File: src/design/dtq_pkg.sv
// Shared constants, codes and control structs for the deadline timer queue.
// Used by dtq_slot_table and deadline_timer_queue_core; no dependencies.
package dtq_pkg;

   localparam int SLOTS  = 16;
   localparam int SLOT_W = (SLOTS > 1) ? $clog2(SLOTS) : 1;
   localparam int DL_W   = 48;

   localparam logic [15:0] IDLE_WAIT_RST = 16'd10;

   localparam logic [1:0] FUNC_TICK   = 2'd0;
   localparam logic [1:0] FUNC_ARM    = 2'd1;
   localparam logic [1:0] FUNC_CANCEL = 2'd2;

   localparam logic [1:0] ERR_OK          = 2'd0;
   localparam logic [1:0] ERR_ARM_ARMED   = 2'd1;
   localparam logic [1:0] ERR_CANCEL_IDLE = 2'd2;

   localparam logic KIND_FIRE   = 1'b0;
   localparam logic KIND_STATUS = 1'b1;

   typedef struct packed {
      logic              wr_en;
      logic [SLOT_W-1:0] wr_addr;
      logic [DL_W-1:0]   wr_data;
      logic              clr_en;
      logic [SLOT_W-1:0] clr_addr;
      logic [SLOT_W-1:0] sel_addr;
      logic              scan_start;
      logic              scan_step;
   } dtq_tbl_ctrl_type;

   typedef struct packed {
      logic              sel_armed;
      logic              last_issue;
      logic              found;
      logic [SLOT_W-1:0] best_slot;
      logic [DL_W-1:0]   best_dl;
   } dtq_tbl_stat_type;

endpackage

File: src/design/dtq_slot_table.sv
// Slot table: deadline memory, armed flags and the earliest-deadline scanner.
// Depends on dtq_pkg.
module dtq_slot_table (
   input  logic                      clock,
   input  logic                      reset,
   input  dtq_pkg::dtq_tbl_ctrl_type ctrl,
   output dtq_pkg::dtq_tbl_stat_type stat
);

   logic [dtq_pkg::DL_W-1:0]   dl_mem [dtq_pkg::SLOTS];
   logic [dtq_pkg::SLOTS-1:0]  armed_ff, armed_in;
   logic [dtq_pkg::SLOT_W-1:0] idx_ff, idx_in;
   logic                       rv_ff;
   logic [dtq_pkg::SLOT_W-1:0] ridx_ff;
   logic [dtq_pkg::DL_W-1:0]   rd_data_ff;
   logic                       found_ff, found_in;
   logic [dtq_pkg::SLOT_W-1:0] best_slot_ff, best_slot_in;
   logic [dtq_pkg::DL_W-1:0]   best_dl_ff, best_dl_in;
   logic                       take;

   always_ff @(posedge clock) begin
      if (ctrl.wr_en) begin
         dl_mem[ctrl.wr_addr] <= ctrl.wr_data;
      end
      rd_data_ff <= dl_mem[idx_ff];
      ridx_ff    <= idx_ff;
   end

   always_comb begin
      armed_in = armed_ff;
      if (ctrl.wr_en) begin
         armed_in[ctrl.wr_addr] = 1'b1;
      end
      if (ctrl.clr_en) begin
         armed_in[ctrl.clr_addr] = 1'b0;
      end
   end

   assign take = rv_ff && armed_ff[ridx_ff] && (!found_ff || (rd_data_ff < best_dl_ff));

   always_comb begin
      idx_in       = idx_ff;
      found_in     = found_ff;
      best_slot_in = best_slot_ff;
      best_dl_in   = best_dl_ff;
      if (ctrl.scan_start) begin
         idx_in   = '0;
         found_in = 1'b0;
      end else begin
         if (ctrl.scan_step) begin
            idx_in = idx_ff + 1'b1;
         end
         if (take) begin
            found_in     = 1'b1;
            best_slot_in = ridx_ff;
            best_dl_in   = rd_data_ff;
         end
      end
   end

   always_ff @(posedge clock) begin
      if (reset) begin
         armed_ff <= '0;
         idx_ff   <= '0;
         rv_ff    <= 1'b0;
         found_ff <= 1'b0;
      end else begin
         armed_ff <= armed_in;
         idx_ff   <= idx_in;
         rv_ff    <= ctrl.scan_step && !ctrl.scan_start;
         found_ff <= found_in;
      end
      best_slot_ff <= best_slot_in;
      best_dl_ff   <= best_dl_in;
   end

   assign stat.sel_armed  = armed_ff[ctrl.sel_addr];
   assign stat.last_issue = (idx_ff == dtq_pkg::SLOT_W'(dtq_pkg::SLOTS - 1));
   assign stat.found      = found_ff;
   assign stat.best_slot  = best_slot_ff;
   assign stat.best_dl    = best_dl_ff;

endmodule

File: src/design/deadline_timer_queue_core.sv
// Top level of the deadline timer queue: item sequencer, ms counter, result register.
// Depends on dtq_pkg and dtq_slot_table.
//
// The block keeps a 48-bit millisecond counter and a table of timer slots whose
// deadlines live in a one-port-read synchronous memory. One item is worked at a
// time. Every item ends with one scan of the table that reads one slot per cycle.
// A tick that fires k timers runs k + 1 scans, one before each fire and one
// before its status result. A stall on the result channel holds the item until
// the result can be written. The result register lets the next item transfer
// while the last status still waits to be taken.
module deadline_timer_queue_core (
   input  logic        clock,
   input  logic        reset,
   input  logic        req_valid,
   output logic        req_stall,
   input  logic [1:0]  req_func,
   input  logic [3:0]  req_slot,
   input  logic [31:0] req_elapse,
   output logic        rsp_valid,
   input  logic        rsp_stall,
   output logic        rsp_kind,
   output logic [3:0]  rsp_fired_slot,
   output logic [31:0] rsp_next_wait,
   output logic [1:0]  rsp_error,
   output logic        rsp_last,
   input  logic        csr_wr_en,
   input  logic [15:0] csr_wr_data
);

   localparam logic [2:0] ST_IDLE   = 3'd0;
   localparam logic [2:0] ST_EXEC   = 3'd1;
   localparam logic [2:0] ST_SCAN   = 3'd2;
   localparam logic [2:0] ST_DRAIN  = 3'd3;
   localparam logic [2:0] ST_DECIDE = 3'd4;

   logic [2:0]                 state_ff, state_in;
   logic [dtq_pkg::DL_W-1:0]   now_ff, now_in;
   logic [15:0]                idle_ff;
   logic [1:0]                 func_ff;
   logic [3:0]                 slot_ff;
   logic [31:0]                elapse_ff;
   logic [1:0]                 err_ff, err_in;

   logic                       rsp_valid_ff, rsp_valid_in;
   logic                       rsp_kind_ff, rsp_kind_in;
   logic [3:0]                 rsp_slot_ff, rsp_slot_in;
   logic [31:0]                rsp_wait_ff, rsp_wait_in;
   logic [1:0]                 rsp_err_ff, rsp_err_in;
   logic                       rsp_last_ff, rsp_last_in;

   dtq_pkg::dtq_tbl_ctrl_type  ctrl;
   dtq_pkg::dtq_tbl_stat_type  stat;

   logic                       accept;
   logic                       out_free;
   logic                       slot_ok;
   logic                       due;
   logic [dtq_pkg::DL_W-1:0]   diff;
   logic [31:0]                wait_val;

   dtq_slot_table u_table (
      .clock (clock),
      .reset (reset),
      .ctrl  (ctrl),
      .stat  (stat)
   );

   assign req_stall = (state_ff != ST_IDLE);
   assign accept    = req_valid && !req_stall;
   assign out_free  = !rsp_valid_ff || !rsp_stall;
   assign slot_ok   = ({5'd0, slot_ff} < 9'(dtq_pkg::SLOTS));
   assign due       = stat.found && (stat.best_dl <= now_ff);
   assign diff      = stat.best_dl - now_ff;

   always_comb begin
      if (!stat.found) begin
         wait_val = {16'd0, idle_ff};
      end else if (stat.best_dl <= now_ff) begin
         wait_val = '0;
      end else if (|diff[dtq_pkg::DL_W-1:32]) begin
         wait_val = '1;
      end else begin
         wait_val = diff[31:0];
      end
   end

   always_comb begin
      state_in     = state_ff;
      now_in       = now_ff;
      err_in       = err_ff;
      rsp_valid_in = rsp_valid_ff && rsp_stall;
      rsp_kind_in  = rsp_kind_ff;
      rsp_slot_in  = rsp_slot_ff;
      rsp_wait_in  = rsp_wait_ff;
      rsp_err_in   = rsp_err_ff;
      rsp_last_in  = rsp_last_ff;

      ctrl.wr_en      = 1'b0;
      ctrl.wr_addr    = dtq_pkg::SLOT_W'(slot_ff);
      ctrl.wr_data    = now_ff + {16'd0, elapse_ff};
      ctrl.clr_en     = 1'b0;
      ctrl.clr_addr   = dtq_pkg::SLOT_W'(slot_ff);
      ctrl.sel_addr   = dtq_pkg::SLOT_W'(slot_ff);
      ctrl.scan_start = 1'b0;
      ctrl.scan_step  = 1'b0;

      case (state_ff)
         ST_IDLE: begin
            if (accept) begin
               err_in   = dtq_pkg::ERR_OK;
               state_in = ST_EXEC;
            end
         end
         ST_EXEC: begin
            case (func_ff)
               dtq_pkg::FUNC_TICK: begin
                  now_in = now_ff + 1'b1;
               end
               dtq_pkg::FUNC_ARM: begin
                  if (slot_ok) begin
                     if (stat.sel_armed) begin
                        err_in = dtq_pkg::ERR_ARM_ARMED;
                     end else begin
                        ctrl.wr_en = 1'b1;
                     end
                  end
               end
               dtq_pkg::FUNC_CANCEL: begin
                  if (slot_ok) begin
                     if (stat.sel_armed) begin
                        ctrl.clr_en = 1'b1;
                     end else begin
                        err_in = dtq_pkg::ERR_CANCEL_IDLE;
                     end
                  end
               end
               default: begin
               end
            endcase
            ctrl.scan_start = 1'b1;
            state_in        = ST_SCAN;
         end
         ST_SCAN: begin
            ctrl.scan_step = 1'b1;
            if (stat.last_issue) begin
               state_in = ST_DRAIN;
            end
         end
         ST_DRAIN: begin
            state_in = ST_DECIDE;
         end
         ST_DECIDE: begin
            if (out_free) begin
               rsp_valid_in = 1'b1;
               if ((func_ff == dtq_pkg::FUNC_TICK) && due) begin
                  rsp_kind_in     = dtq_pkg::KIND_FIRE;
                  rsp_slot_in     = 4'(stat.best_slot);
                  rsp_wait_in     = '0;
                  rsp_err_in      = dtq_pkg::ERR_OK;
                  rsp_last_in     = 1'b0;
                  ctrl.clr_en     = 1'b1;
                  ctrl.clr_addr   = stat.best_slot;
                  ctrl.scan_start = 1'b1;
                  state_in        = ST_SCAN;
               end else begin
                  rsp_kind_in = dtq_pkg::KIND_STATUS;
                  rsp_slot_in = '0;
                  rsp_wait_in = wait_val;
                  rsp_err_in  = err_ff;
                  rsp_last_in = 1'b1;
                  state_in    = ST_IDLE;
               end
            end
         end
         default: begin
            state_in = ST_IDLE;
         end
      endcase
   end

   always_ff @(posedge clock) begin
      if (reset) begin
         state_ff     <= ST_IDLE;
         now_ff       <= '0;
         idle_ff      <= dtq_pkg::IDLE_WAIT_RST;
         rsp_valid_ff <= 1'b0;
      end else begin
         state_ff     <= state_in;
         now_ff       <= now_in;
         rsp_valid_ff <= rsp_valid_in;
         if (csr_wr_en) begin
            idle_ff <= csr_wr_data;
         end
      end
      if (accept) begin
         func_ff   <= req_func;
         slot_ff   <= req_slot;
         elapse_ff <= req_elapse;
      end
      err_ff      <= err_in;
      rsp_kind_ff <= rsp_kind_in;
      rsp_slot_ff <= rsp_slot_in;
      rsp_wait_ff <= rsp_wait_in;
      rsp_err_ff  <= rsp_err_in;
      rsp_last_ff <= rsp_last_in;
   end

   assign rsp_valid      = rsp_valid_ff;
   assign rsp_kind       = rsp_kind_ff;
   assign rsp_fired_slot = rsp_slot_ff;
   assign rsp_next_wait  = rsp_wait_ff;
   assign rsp_error      = rsp_err_ff;
   assign rsp_last       = rsp_last_ff;

endmodule

File: config.mk
export PLATFORM = sky130hd
export DESIGN_NAME = deadline_timer_queue_core
export DESIGN_NICKNAME = d
export VERILOG_FILES = /design/src/design/dtq_pkg.sv /design/src/design/dtq_slot_table.sv /design/src/design/deadline_timer_queue_core.sv
export SDC_FILE = /design/constraint.sdc
export NUM_CORES = 1
export LEC_CHECK = 0
export ABC_AREA = 1
export BUFFER_PORTS_ARGS = -buffer_cell sky130_fd_sc_hd__clkbuf_2
export CAP_MARGIN = 20
export CORE_UTILIZATION = 55
export CTS_CLUSTER_DIAMETER = 30
export DETAILED_ROUTE_END_ITERATION = 6
export PLACE_DENSITY_LB_ADDON = 0.08
export REMOVE_ABC_BUFFERS = 1
export SLEW_MARGIN = 20
export SYNTH_ARGS = -nofsm -noshare
export SYNTH_HDL_FRONTEND = slang
export SYNTH_SLANG_ARGS = --single-unit
File: constraint.sdc
create_clock -name clock -period 8.67 [get_ports clock]
set_clock_uncertainty 0.2 [all_clocks]
set_input_delay 1.3005 -clock clock [delete_from_list [all_inputs] [get_ports clock]]
set_output_delay 1.3005 -clock clock [all_outputs]
set_load 0.02 [all_outputs]
==> results.ini <==
[global_routing]
grt_start_max_net_pins = 192
first_global_vias = 32350
global_route.overflow_total = 0
grt_antenna_before_repair = 2
grt_use_total_pct = 30.91
grt_first_pass_wirelength_mm = 198.6

[critical_path]
timing.critical_path.max_delay_family = compound AO/OA/AOI/OAI gates
crit_cells = 13
crit_start = now_ff[0]
worst-r2r-cell-count = 13
worst-endpoint-required_ns = 8.90
cp_num_buf_inv = 1
critical_path.slowest_cell = sky130_fd_sc_hd__xor2_1
timing.critical_path.arrival_ns = 4.71
worst_flop_to_flop_path_endpoint = u_table.dl_mem[4][32]
worstPathCellList = ha_1 -> inv_1 -> fa_1 -> nor3_1 -> nor2_1 -> o21ai_1 -> a21oi_1 -> o21ai_2 -> nand2_1 -> nand2_1 -> nand2_1 -> nand2_1 -> xor2_1
critPathKind = reg -> reg
library_cell_appearing_most_often_on_the_critical_path = sky130_fd_sc_hd__nand2_1
timing.rr.start = now_ff[0]
endpoint = u_table.dl_mem[4][32]
start_kind = register
cp_slowest_stage_delay_ns = 0.81
path_max_fanout = 16
timing.critical_path.to_type = register
r2r_slack_ns = 4.19

[cts]
clockBufferDepth = 3
clk_root_buffer_cell = sky130_fd_sc_hd__clkbuf_16
htree_levels = 4
post_cts_resized = 0
clock_buffer_count_from_cts = 188
cts.hold.buffers_added = 0
clock_sink_count = 1041
worst_setup_hold_path_clk_slew_ns = 0.05
cts_tree = yes
clk-insertion-delay-late_ns = 0.79
post_cts_buffers = 0

[drt]
detail_route.iter0.violations = 3451
detail-route-antenna-nets = 0
remaining_drc_errors = 0
viasPerCell = 5.816
routed.top_layer = met4
wl_per_cell_um = 22.78
wl_met2_mm = 60.88
m1WireLength_mm = 58.16
finalWirelength_mm = 134.2
vias_post_dr = 34260
drt_pass1_iterations = 6
met3_length_mm = 10.99

[placed_design]
placement.setup.worst_slack_ns = 4.300
place.port_buffers = 100
routabilityCongestion = 0.9818
dpl.cell_count = 5533
dp_hpwl_mm = 81.84

[synth]
synth_cell_types = 59
mappedNetlistArea_mm2 = 0.04727
dominantRegCellSynth = sky130_fd_sc_hd__edfxtp_1
synth.avg_cell_area_um2 = 10.73
synthArstFlopShare_pct = 0
yosys_warnings = 0
yosys_register_bits = 1041
synth-edff-count = 899
portion_of_the_post_synthesis_area_used_by_sequential_elements_pct = 63.12
synthesis.instances = 4404

[finish]
sequential_cell_area_mm2 = 0.02985
area_delta_synth_final_pct = 18.33
final-instance-count-excl-fill = 5891
diodes = 0
most_common_library_cell_in_the_layout_ignoring_fill_and_taps = sky130_fd_sc_hd__edfxtp_1
multi_input_comb_area_mm2 = 0.01547
drive_above_1_share_pct = 12.47
nNetsFinal = 4771
layout.cells.most_common_list = 899 x sky130_fd_sc_hd__edfxtp_1, 686 x sky130_fd_sc_hd__nand2_1, 684 x sky130_fd_sc_hd__nor2_1
fillers = 6548

[worst_hold_path]
hp-class = reg -> reg
worst_hold_path.num_cells = 0

[die]
fp.dieW_um = 295.2
floorplan.core_area_mm2 = 0.08515
chipHeight_um = 295.2
initial_core_util_pct = 55.52
die_area_mm2 = 0.08712
io_pins = 101
placement_row_count = 107

[timing]
grt_setup_unrepaired = no
hold_viol_final = 0
max_slew_margin_pct = 20.56
setup_viol_count_final = 0
worstMarginPinSlew_ns = 1.192
worst_slack_ns = 4.194
post-route-period-util_pct = 51.63
max_freq_mhz = 223.4
maxSlewViolCount = 0
finalWorstPathRequiredPeriod_ns = 4.476

[power_and_ir_drop]
peakVddDrop_mv = 0.2423
power_mw = 15.06
leakage_nw = 21.12
power_density_mw_per_mm2 = 269.2

[status]
run_status = complete, no violations

[flow_run]
maxCapViolations = 0

final cells by class:
| cell class | count | share of cell area [%] |
|---|---|---|
| clock buffer | 219 | 8.802 |
| clock inverter | 137 | 3.026 |
| inverter | 424 | 2.859 |
| multi-input combinational | 2770 | 27.66 |
| sequential | 1041 | 53.36 |
| tap | 1144 | 2.559 |
| timing repair buffer | 156 | 1.734 |
metrics by stage:
stage          instance area, µm²  hold slack [ns]  setup TNS, ns  utilization [%]
3_3_place_gp                49120           0.2015              0            57.68
6_report                    55940           0.2202              0            65.69
3_5_place_dp                49190           0.1995              0            57.78
4_1_cts                     55810           0.2071              0            65.55
5_1_grt                     55940           0.2297              0            65.69
2_1_floorplan               46580           0.1748        -314.05                -
flip-flops by register name (all words and copies together) (netlist names), 2 cells and up:
name,flops
rsp_fired_slot,4
slot_ff,4
u_table.rd_data_ff,48
u_table.ridx_ff,4
now_ff,48
u_table.best_dl_ff,48
state_ff,3
u_table.idx_ff,4
u_table.armed_ff,16
u_table.dl_mem,768
u_table.best_slot_ff,4
func_ff,2
err_ff,2
rsp_next_wait,32
idle_ff,16
elapse_ff,32
rsp_error,2
how the worst min path moves through the flow:
stage	startpoint	to	slack, ns
2_1_floorplan	u_table.idx_ff[3]	u_table.ridx_ff[3]	0.17
3_3_place_gp	u_table.idx_ff[3]	u_table.ridx_ff[3]	0.20
3_5_place_dp	u_table.idx_ff[3]	u_table.ridx_ff[3]	0.20
4_1_cts	u_table.idx_ff[3]	u_table.ridx_ff[3]	0.21
5_1_grt	u_table.idx_ff[3]	u_table.ridx_ff[3]	0.23
6_report	u_table.idx_ff[3]	u_table.ridx_ff[3]	0.22
metal layers:
metal  GRT usage, %  up-vias
met4          11.79        0
li1               -    15900
met5              0        -
met1          44.03    16660
met3          5.375      224
met2          47.48     1478
cell families after synthesis:
family / synth area share [%]
and+or+nand+nor: 15.27
DFF: 63.12
AOI/OAI and AO/OA: 9.921
buffers and inverters: 4.831
adders and majority gates: 3.499
xor gates and xnor gates: 1.705
muxes: 1.652
synth_stat cells (23+ instances only):
cell type / instances / share of area (%)
sky130_fd_sc_hd__a21oi_1: 167 / 1.8
sky130_fd_sc_hd__clkbuf_1: 133 / 1.1
sky130_fd_sc_hd__dfxtp_1: 142 / 6.0
sky130_fd_sc_hd__edfxtp_1: 899 / 57
sky130_fd_sc_hd__ha_1: 129 / 3.4
sky130_fd_sc_hd__inv_1: 405 / 3.2
sky130_fd_sc_hd__mux2i_1: 78 / 1.7
sky130_fd_sc_hd__nand2_1: 686 / 5.4
sky130_fd_sc_hd__nand3_1: 180 / 1.9
sky130_fd_sc_hd__nand4_1: 28 / 0.37
sky130_fd_sc_hd__nor2_1: 704 / 5.6
sky130_fd_sc_hd__nor3_1: 44 / 0.47
sky130_fd_sc_hd__o211ai_1: 23 / 0.37
sky130_fd_sc_hd__o21ai_0: 292 / 3.1
sky130_fd_sc_hd__o221ai_1: 84 / 1.6
sky130_fd_sc_hd__o32ai_1: 114 / 2.1
sky130_fd_sc_hd__xnor2_1: 31 / 0.57
sky130_fd_sc_hd__xor2_1: 61 / 1.1
power breakdown:
part           internal, mW  leakage (nW)  switching, mW
clock                  4.84          3.17           2.63
combinational         0.480          8.40           1.19
sequential             5.79          9.54          0.135
Power figures use the tool's default switching activity.
